**src/sv/scc_ram.sv**
```systemverilog
// ----------------------------------------------------------------------------
// scc_ram
// Generic single write port, single read port RAM with registered read data.
// ----------------------------------------------------------------------------
module scc_ram #(
  parameter int unsigned WIDTH = 8,
  parameter int unsigned DEPTH = 64,
  localparam int unsigned AW   = (DEPTH > 1) ? $clog2(DEPTH) : 1
) (
  input  logic             clk_i,
  input  logic             we_i,
  input  logic [AW-1:0]    waddr_i,
  input  logic [WIDTH-1:0] wdata_i,
  input  logic             re_i,
  input  logic [AW-1:0]    raddr_i,
  output logic [WIDTH-1:0] rdata_o
);

  logic [WIDTH-1:0] mem_q [DEPTH];
  logic [WIDTH-1:0] rdata_q;

  always_ff @(posedge clk_i) begin
    if (we_i) begin
      mem_q[waddr_i] <= wdata_i;
    end
    if (re_i) begin
      rdata_q <= mem_q[raddr_i];
    end
  end

  assign rdata_o = rdata_q;

endmodule

```
**config.mk**
```make
export PLATFORM = sky130hd
export DESIGN_NAME = scc_ram
export DESIGN_NICKNAME = d
export VERILOG_FILES = /design/src/sv/scc_ram.sv
export SDC_FILE = /design/constraint.sdc
export NUM_CORES = 1
export LEC_CHECK = 0
export BUFFER_PORTS_ARGS = -buffer_cell sky130_fd_sc_hd__buf_2
export CORE_MARGIN = 2
export CORE_UTILIZATION = 45
export CTS_CLUSTER_DIAMETER = 30
export DETAILED_ROUTE_END_ITERATION = 16
export GPL_TIMING_DRIVEN = 0
export SETUP_SLACK_MARGIN = 0.2
export SYNTH_ARGS = -nofsm -noshare
export SYNTH_HDL_FRONTEND = slang
export SYNTH_SLANG_ARGS = --single-unit
export TNS_END_PERCENT = 30
```
**constraint.sdc**
```tcl
create_clock -name clk_i -period 2.4 [get_ports clk_i]
set_input_delay 0.24 -clock clk_i [delete_from_list [all_inputs] [get_ports clk_i]]
set_output_delay 0.24 -clock clk_i [all_outputs]
set_load 0.01 [all_outputs]
```
* After elaboration in Yosys (flattened, before gate mapping)
Memory sizes are Yosys's and may differ from the RTL's. A register that Yosys moved wholly into a read port is not among the register bits.
Cells that the tools add are included.
** Storage, ports and cells
- Flip-flop bits (word level) :: 0
- RAM bits :: 512
- Memories :: 1
- Logic and storage cells :: 3
** Memory list
- mem_q :: depth 64, bits a word 8, rd ports 1, clocked after memory_dff 1, write ports 1, line 19 : logic [WIDTH-1:0] mem_q [DEPTH];
** Operators by class
- Multiplexer cells :: 2
** Operators by type and width (count)
- $mux 1 :: 2

* Longest topological paths before layout
Gate-level depths: netlist of the first run.
- Depth after elaboration :: 2
- Mapped depth :: 9

* Worst setup path before layout of the first run
OpenSTA, ideal clock, no wires.
- Kind :: in2reg
- Start point :: input port raddr_i[1]
- End point :: register rdata_q[3], in the netlist rdata_o[3] (read register of mem_q), data pin
- Arrival time :: 1780 ps
- Cell stages on the path :: 7
- Path slack :: 354 ps
- Required time :: 2134 ps
- Cell sequence :: buf_4 buf_2 buf_2 mux4_2 mux4_2 o21ai_1 o41ai_1
** RTL lines
- from (decl) :: line 15 : input logic [AW-1:0] raddr_i,
- to (decl) :: line 20 : logic [WIDTH-1:0] rdata_q;

==> results of run 1 <==
[critical path, stage by stage]
cell     delay (ns)
buf_4          0.19
buf_4          0.33
buf_4          0.31
buf_2          0.36
mux4_2         0.36
mux2i_1        0.34
a21oi_1        0.12
o21ai_1        0.12
o41ai_2        0.15
[timing repair]
action | CTS | global route
setup endpoints to repair | 8 | 8
hold endpoints to repair | 8 | 0
resized for setup | 8 | 8
pin swaps | 0 | 0
hold buffers | 1 | 0
[final cells by class]
class | instances | area share [%]
Sequential cell | 520 | 63.6
Multi-Input combinational cell | 369 | 17.7
Clock buffer | 108 | 10.1
Clock inverter | 76 | 3.71
Tap cell | 592 | 3.02
Buffer | 51 | 1.37
Timing Repair Buffer | 23 | 0.489
Antenna cell | 2 | 0.0204
[synthesized netlist by cell type, drive strengths merged (4+ instances only)]
cell type / count
nand2b: 7
nor2: 83
mux2: 13
nor3: 7
buf: 34
o22ai: 8
clkbuf: 17
o221ai: 8
nor2b: 14
edfxtp: 520
nand3: 13
mux4: 126
o21ai: 4
nand2: 19
a221oi: 6
a211oi: 4
mux2i: 23
[stage by stage]
| stage | hold WS (ns) | TNS [ns] |
|---|---|---|
| 2_1_floorplan | 0.339 | 0 |
| 3_3_place_gp | 0.573 | -9.11 |
| 3_5_place_dp | 0.583 | -17.30 |
| 4_1_cts | 0.147 | 0 |
| 5_1_grt | 0.156 | 0 |
| 6_report | 0.168 | 0 |
[routing by layer]
metal	vias to the layer above	wire (microns)	global-route usage (%)
met5	-	30	0
li1	4239	-	-
met2	455	23100	32.9
met3	113	4230	5.67
met1	5337	21000	30.8
met4	4	1710	9.38
[final timing paths]
check	endpoint	slack (ns)	cells after the start
min	rdata_o[5]	0.17	2
max reg2reg	rdata_o[3]	0.21	4
min reg2reg	rdata_o[5]	1.07	5
max	rdata_o[5]	0.20	9
[power groups by stage]
| stage | sequential [W] | clock (W) | combinational, W |
|---|---|---|---|
| 2_1_floorplan | 0.0103 | 0 | 0.000536 |
| 3_3_place_gp | 0.0103 | 0 | 0.000988 |
| 3_5_place_dp | 0.0103 | 0 | 0.00100 |
| 4_1_cts | 0.0101 | 0.0141 | 0.00101 |
| 5_1_grt | 0.0101 | 0.0146 | 0.00107 |
| 6_report | 0.0101 | 0.0140 | 0.00101 |
[cell families after synthesis]
group | share of synthesized area (%)
buffers and inverters | 1.56
AOI/OAI and AO/OA | 2.06
and+or+nand+nor | 3.37
muxes | 15.9
DFF | 77.1
[sequential cells by signal, indices dropped and copies added, names as in the netlist]
name     count
mem_q      512
rdata_o      8
[cell usage in the layout (no fill, tap or decap), types with 8 or more instances in the layout]
cell type,n
edfxtp_1,520
mux4_2,126
clkbuf_16,98
nor2_1,83
buf_2,30
clkbuf_1,24
mux2i_1,23
nand2_1,19
clkinv_2,18
buf_4,16
bufinv_16,16
nor2b_1,14
mux2_2,13
nand3_1,13
clkinv_1,13
clkinvlp_4,11
o221ai_1,8
o22ai_1,8
==> reports/qor.csv, run 1 <==
stage;metric;value;unit
place;dp_slack;-0.917;ns
floorplanning;design.die.area;46700;sq um
route;first_iter_violations;1110;
finish;fin_util;55.4;%
route;num_vias;10100;
finish;design_area;24600;sq um
clocking;cts_max_level;3;
yosys;synth_area_leaders;edfxtp_1 (77%), mux4_2 (14%), nor2_1 (1.5%);
sta;slew_headroom;11.1;%
setup_path;worstSetupEndpointType;flop;
yosys;netlist-cell-type-count;39;
setup_path;critical_path_class;in -> reg;
sta;fin_ws;0.197;ns
pwr;finalPower;0.0251;W
route;final_antenna_net_count;0;
setup_path;cp.required;2.74;ns
floorplanning;die_x;216;microns
sta;worstMarginPinSlew;1.33;ns
route;wire_per_inst;28.7;microns
min_path;worst_hold_path_type;in -> reg;
clocking;cts_tree;done;
setup_path;crit_path_max_fanout;10;
place;dpl_cell_area;21100;sq um
sta;final.period_utilization;91.8;%
route;drc_errors;0;
sta;finClkSkew;0.0258;ns
yosys;ys_async_sr_fraction;0;%
setup_path;worstSetupStartpointType;input pin;
pwr;seq_power_share;40.3;%
sta;hold_viol;0;
yosys;ys_ff_latch;520;
yosys;synth_top_area_share;77.1;%
pwr;clkPwrFrac;55.7;%
yosys;yosysWarnings;0;
yosys;synth_nets;963;
floorplanning;row_count;77;
pwr;peakVddDrop;0.589;mV
min_path;hold_start;raddr_i[5];
finish;final_nets;1086;
floorplanning;floorplan.initialDensity;45.7;%
sta;max_freq;454;MHz
place;port_buffers;22;
finish;instances_no_fill;1741;
setup_path;worstPathArrival;2.55;ns
yosys;synth_ff_type;edfxtp_1;
sta;finalSetupViolCount;0;
place;dp.cells;1554;
floorplanning;die_h;216;microns
yosys;syn_area;20200;sq um
finish;seqCellArea;15600;sq um
pwr;p_sw_share;21.5;%
clocking;cts_setup_buffers;0;
place;hpwl;30700;microns
global_route;grt_max_degree;65;
global_route;gr-total-overflow;0;
clocking;cts_sinks;520;
clocking;cts_root_buffer;clkbuf_16;
setup_path;worstReg2RegStart;mem_q[0][3];
place;gp_congestion;0.907;
sta;finalCriticalPeriod;2.20;ns
sta;drv_slew;0;
floorplanning;core_area;44300;sq um
outcome;status;complete, no violations;
clocking;cts.path.max_buffers;3;
global_route;grt_antenna_before_repair;4;
finish;drive_gt1_share;31.6;%
clocking;insertion_delay;0.63;ns
global_route;grt_pass1_vias;10500;
pwr;p_sw;0.00539;W
finish;multi_input_area;4340;sq um
floorplanning;ios;31;
yosys;syn_inst;940;
route;postRouteWirelength;50000;microns
pwr;leakage;7.90;nW
yosys;synth_edf_count;520;
pwr;intPower;0.0197;W
pwr;p_per_area;1020;nW/um^2
yosys;yosysSeqAreaShare;77.1;%
sta;rsz0062_at_grt;true;
clocking;clk_pin_slew;0.05;ns
flow_run;max_cap_violations;0;
route;drt_first_pass_iters;5;
pwr;p_comb_share;4.0;%
finish;nFillCells;3341;
global_route;grtUsageTotal;22.0;%
route;viasPerCell;5.83;
clocking;cts_buffers;98;
yosys;synth_area_per_cell;21.5;sq um
setup_path;startpoint;raddr_i[1];
yosys;yosysTopAreaCell;edfxtp_1;
finish;syn_to_final_growth;21.3;%
global_route;grt_pass1_wl;72600;microns
No activity file was read; power rests on OpenSTA's default activity.
==> run 2: changes to the inputs <==
--- a/config.mk
+++ b/config.mk
@@ -7,7 +7,7 @@
 export LEC_CHECK = 0
 export BUFFER_PORTS_ARGS = -buffer_cell sky130_fd_sc_hd__buf_2
 export CORE_MARGIN = 2
-export CORE_UTILIZATION = 45
+export CORE_UTILIZATION = 25
 export CTS_CLUSTER_DIAMETER = 30
 export DETAILED_ROUTE_END_ITERATION = 16
 export GPL_TIMING_DRIVEN = 0
@@ -15,4 +15,3 @@
 export SYNTH_ARGS = -nofsm -noshare
 export SYNTH_HDL_FRONTEND = slang
 export SYNTH_SLANG_ARGS = --single-unit
-export TNS_END_PERCENT = 30
==> reports/qor.csv, run 2 (synthesis results as in run 1) <==
stage;metric;value;unit
outcome;status;complete, no violations;
route;wire_per_inst;23.3;microns
global_route;grt_pass1_wl;74200;microns
setup_path;cp.required;2.72;ns
sta;hold_viol;0;
pwr;seq_power_share;40.0;%
setup_path;worstSetupEndpointType;flop;
route;viasPerCell;4.63;
clocking;cts_sinks;520;
pwr;p_per_area;1000;nW/um^2
place;gp_congestion;0.848;
floorplanning;ios;31;
finish;fin_util;31.4;%
pwr;p_sw;0.00542;W
floorplanning;row_count;104;
setup_path;critical_path_class;reg -> reg;
finish;final_nets;1084;
place;dpl_cell_area;21700;sq um
floorplanning;core_area;80400;sq um
clocking;insertion_delay;0.64;ns
sta;slew_headroom;8.69;%
pwr;p_comb_share;4.1;%
place;hpwl;31800;microns
pwr;p_sw_share;21.4;%
sta;rsz0062_at_grt;true;
route;drt_first_pass_iters;6;
floorplanning;floorplan.initialDensity;25.2;%
sta;finalSetupTns;0;ns
route;first_iter_violations;1130;
route;drc_errors;0;
flow_run;max_cap_violations;0;
setup_path;worstSetupStartpointType;flop;
setup_path;worstPathArrival;2.52;ns
finish;largest_reg_flops;512;
clocking;clk_pin_slew;0.05;ns
finish;largest-register;mem_q;
route;num_vias;10200;
min_path;worst_hold_path_type;in -> reg;
pwr;peakVddDrop;0.548;mV
finish;syn_to_final_growth;24.6;%
pwr;leakage;7.92;nW
setup_path;crit_path_max_fanout;1;
sta;drv_slew;0;
pwr;intPower;0.0199;W
global_route;grt_pass1_vias;10400;
sta;worstMarginPinSlew;1.37;ns
global_route;grt_antenna_before_repair;9;
clocking;cts_buffers;96;
finish;most-common-layout-cells;edfxtp_1 (520), mux4_2 (126), clkbuf_16 (97), nor2_1 (83), buf_2 (29);
global_route;grtUsageTotal;12.4;%
pwr;clkPwrFrac;55.9;%
global_route;gr-total-overflow;0;
route;final_antenna_net_count;0;
global_route;grt_max_degree;65;
floorplanning;die_h;289;microns
clocking;cts_tree;done;
sta;final.period_utilization;91.7;%
route;postRouteWirelength;51400;microns
sta;finClkSkew;0.0307;ns
finish;final_common_cell;edfxtp_1;
clocking;cts.path.max_buffers;3;
place;port_buffers;22;
finish;drive_gt1_share;32.7;%
sta;finalCriticalPeriod;2.20;ns
sta;max_freq;455;MHz
finish;design_area;25200;sq um
clocking;cts_max_level;3;
floorplanning;design.die.area;83300;sq um
floorplanning;die_x;289;microns
sta;finalSetupViolCount;0;
clocking;cts_root_buffer;clkbuf_16;
==> run 2: changes by cell type in the layout (fill, tap and decap cells not counted), moves of 3 or more <==
cell | before | now
clkbuf_1 | 24 | 21
clkbuf_4 | 0 | 4
clkinv_1 | 13 | 7
clkinv_2 | 18 | 14
clkinv_4 | 6 | 11
o2bb2ai_1 | 3 | 0
o2bb2ai_2 | 0 | 3
==> run 2: stage by stage <==
stage / total power (W) / hold WS, ns / setup slack, ns / std cells
after floorplan: 0.0108 / 0.339 / 0.354 / 940
after global placement: 0.0113 / 0.576 / -0.987 / 2022
after detailed placement: 0.0113 / 0.586 / -1.04 / 2022
after CTS: 0.0255 / 0.117 / 0.203 / 2201
after global routing: 0.0260 / 0.156 / 0.174 / 2202
final: 0.0253 / 0.156 / 0.200 / 2203
==> run 2: worst max-delay path: stages (launching register included) <==
cell,delay (ns)
edfxtp_1,0.38
mux4_2,0.46
mux2_2,0.31
o221a_2,0.31
nor3_4,0.25
o32ai_2,0.17
==> run 2: timing repair <==
| action | in CTS | in global routing |
|---|---|---|
| hold buffers | 1 | 0 |
| hold endpoints to repair | 8 | 0 |
| cloned | 0 | 0 |
| endpoints found under the setup margin | 8 | 8 |
| gates resized for setup | 14 | 13 |
| setup buffers | 0 | 0 |
==> run 2: layer usage <==
layer  part of all wire [%]  vias up  GRT usage [%]
li1                       -     4231              -
met1                     41     5362           16.4
met2                     47      491           19.5
met3                    9.0      104           3.34
met4                    2.8       10           4.95
met5                  0.088        -              0
==> run 2: final timing paths <==
| kind | end | slack (ns) | start | cells after the start |
|---|---|---|---|---|
| setup / recovery | rdata_o[6] | 0.20 | mem_q[29][6] | 5 |
| hold / removal | rdata_o[5] | 0.16 | raddr_i[5] | 2 |
| setup reg to reg | rdata_o[6] | 0.20 | mem_q[29][6] | 5 |
| hold reg to reg | rdata_o[2] | 1.10 | mem_q[22][2] | 4 |
==> run 2: final cells by class <==
| class | instances | area [sq um] |
|---|---|---|
| diodes | 2 | 5.00 |
| plain buffers | 51 | 337 |
| clock buffers | 103 | 2450 |
| clock inverters | 75 | 982 |
| fillers | 7645 | 55200 |
| multi-input cells | 369 | 4400 |
| flip-flops and latches | 520 | 15600 |
| well taps | 1060 | 1330 |
| repair buffers | 23 | 120 |
==> run 2: power groups by stage <==
stage | Combinational [W] | Clock (W) | Sequential [W]
2_1_floorplan | 0.000536 | 0 | 0.0103
3_5_place_dp | 0.00101 | 0 | 0.0103
5_1_grt | 0.00109 | 0.0148 | 0.0101
3_3_place_gp | 0.000990 | 0 | 0.0103
4_1_cts | 0.00103 | 0.0143 | 0.0101
6_report | 0.00104 | 0.0141 | 0.0101
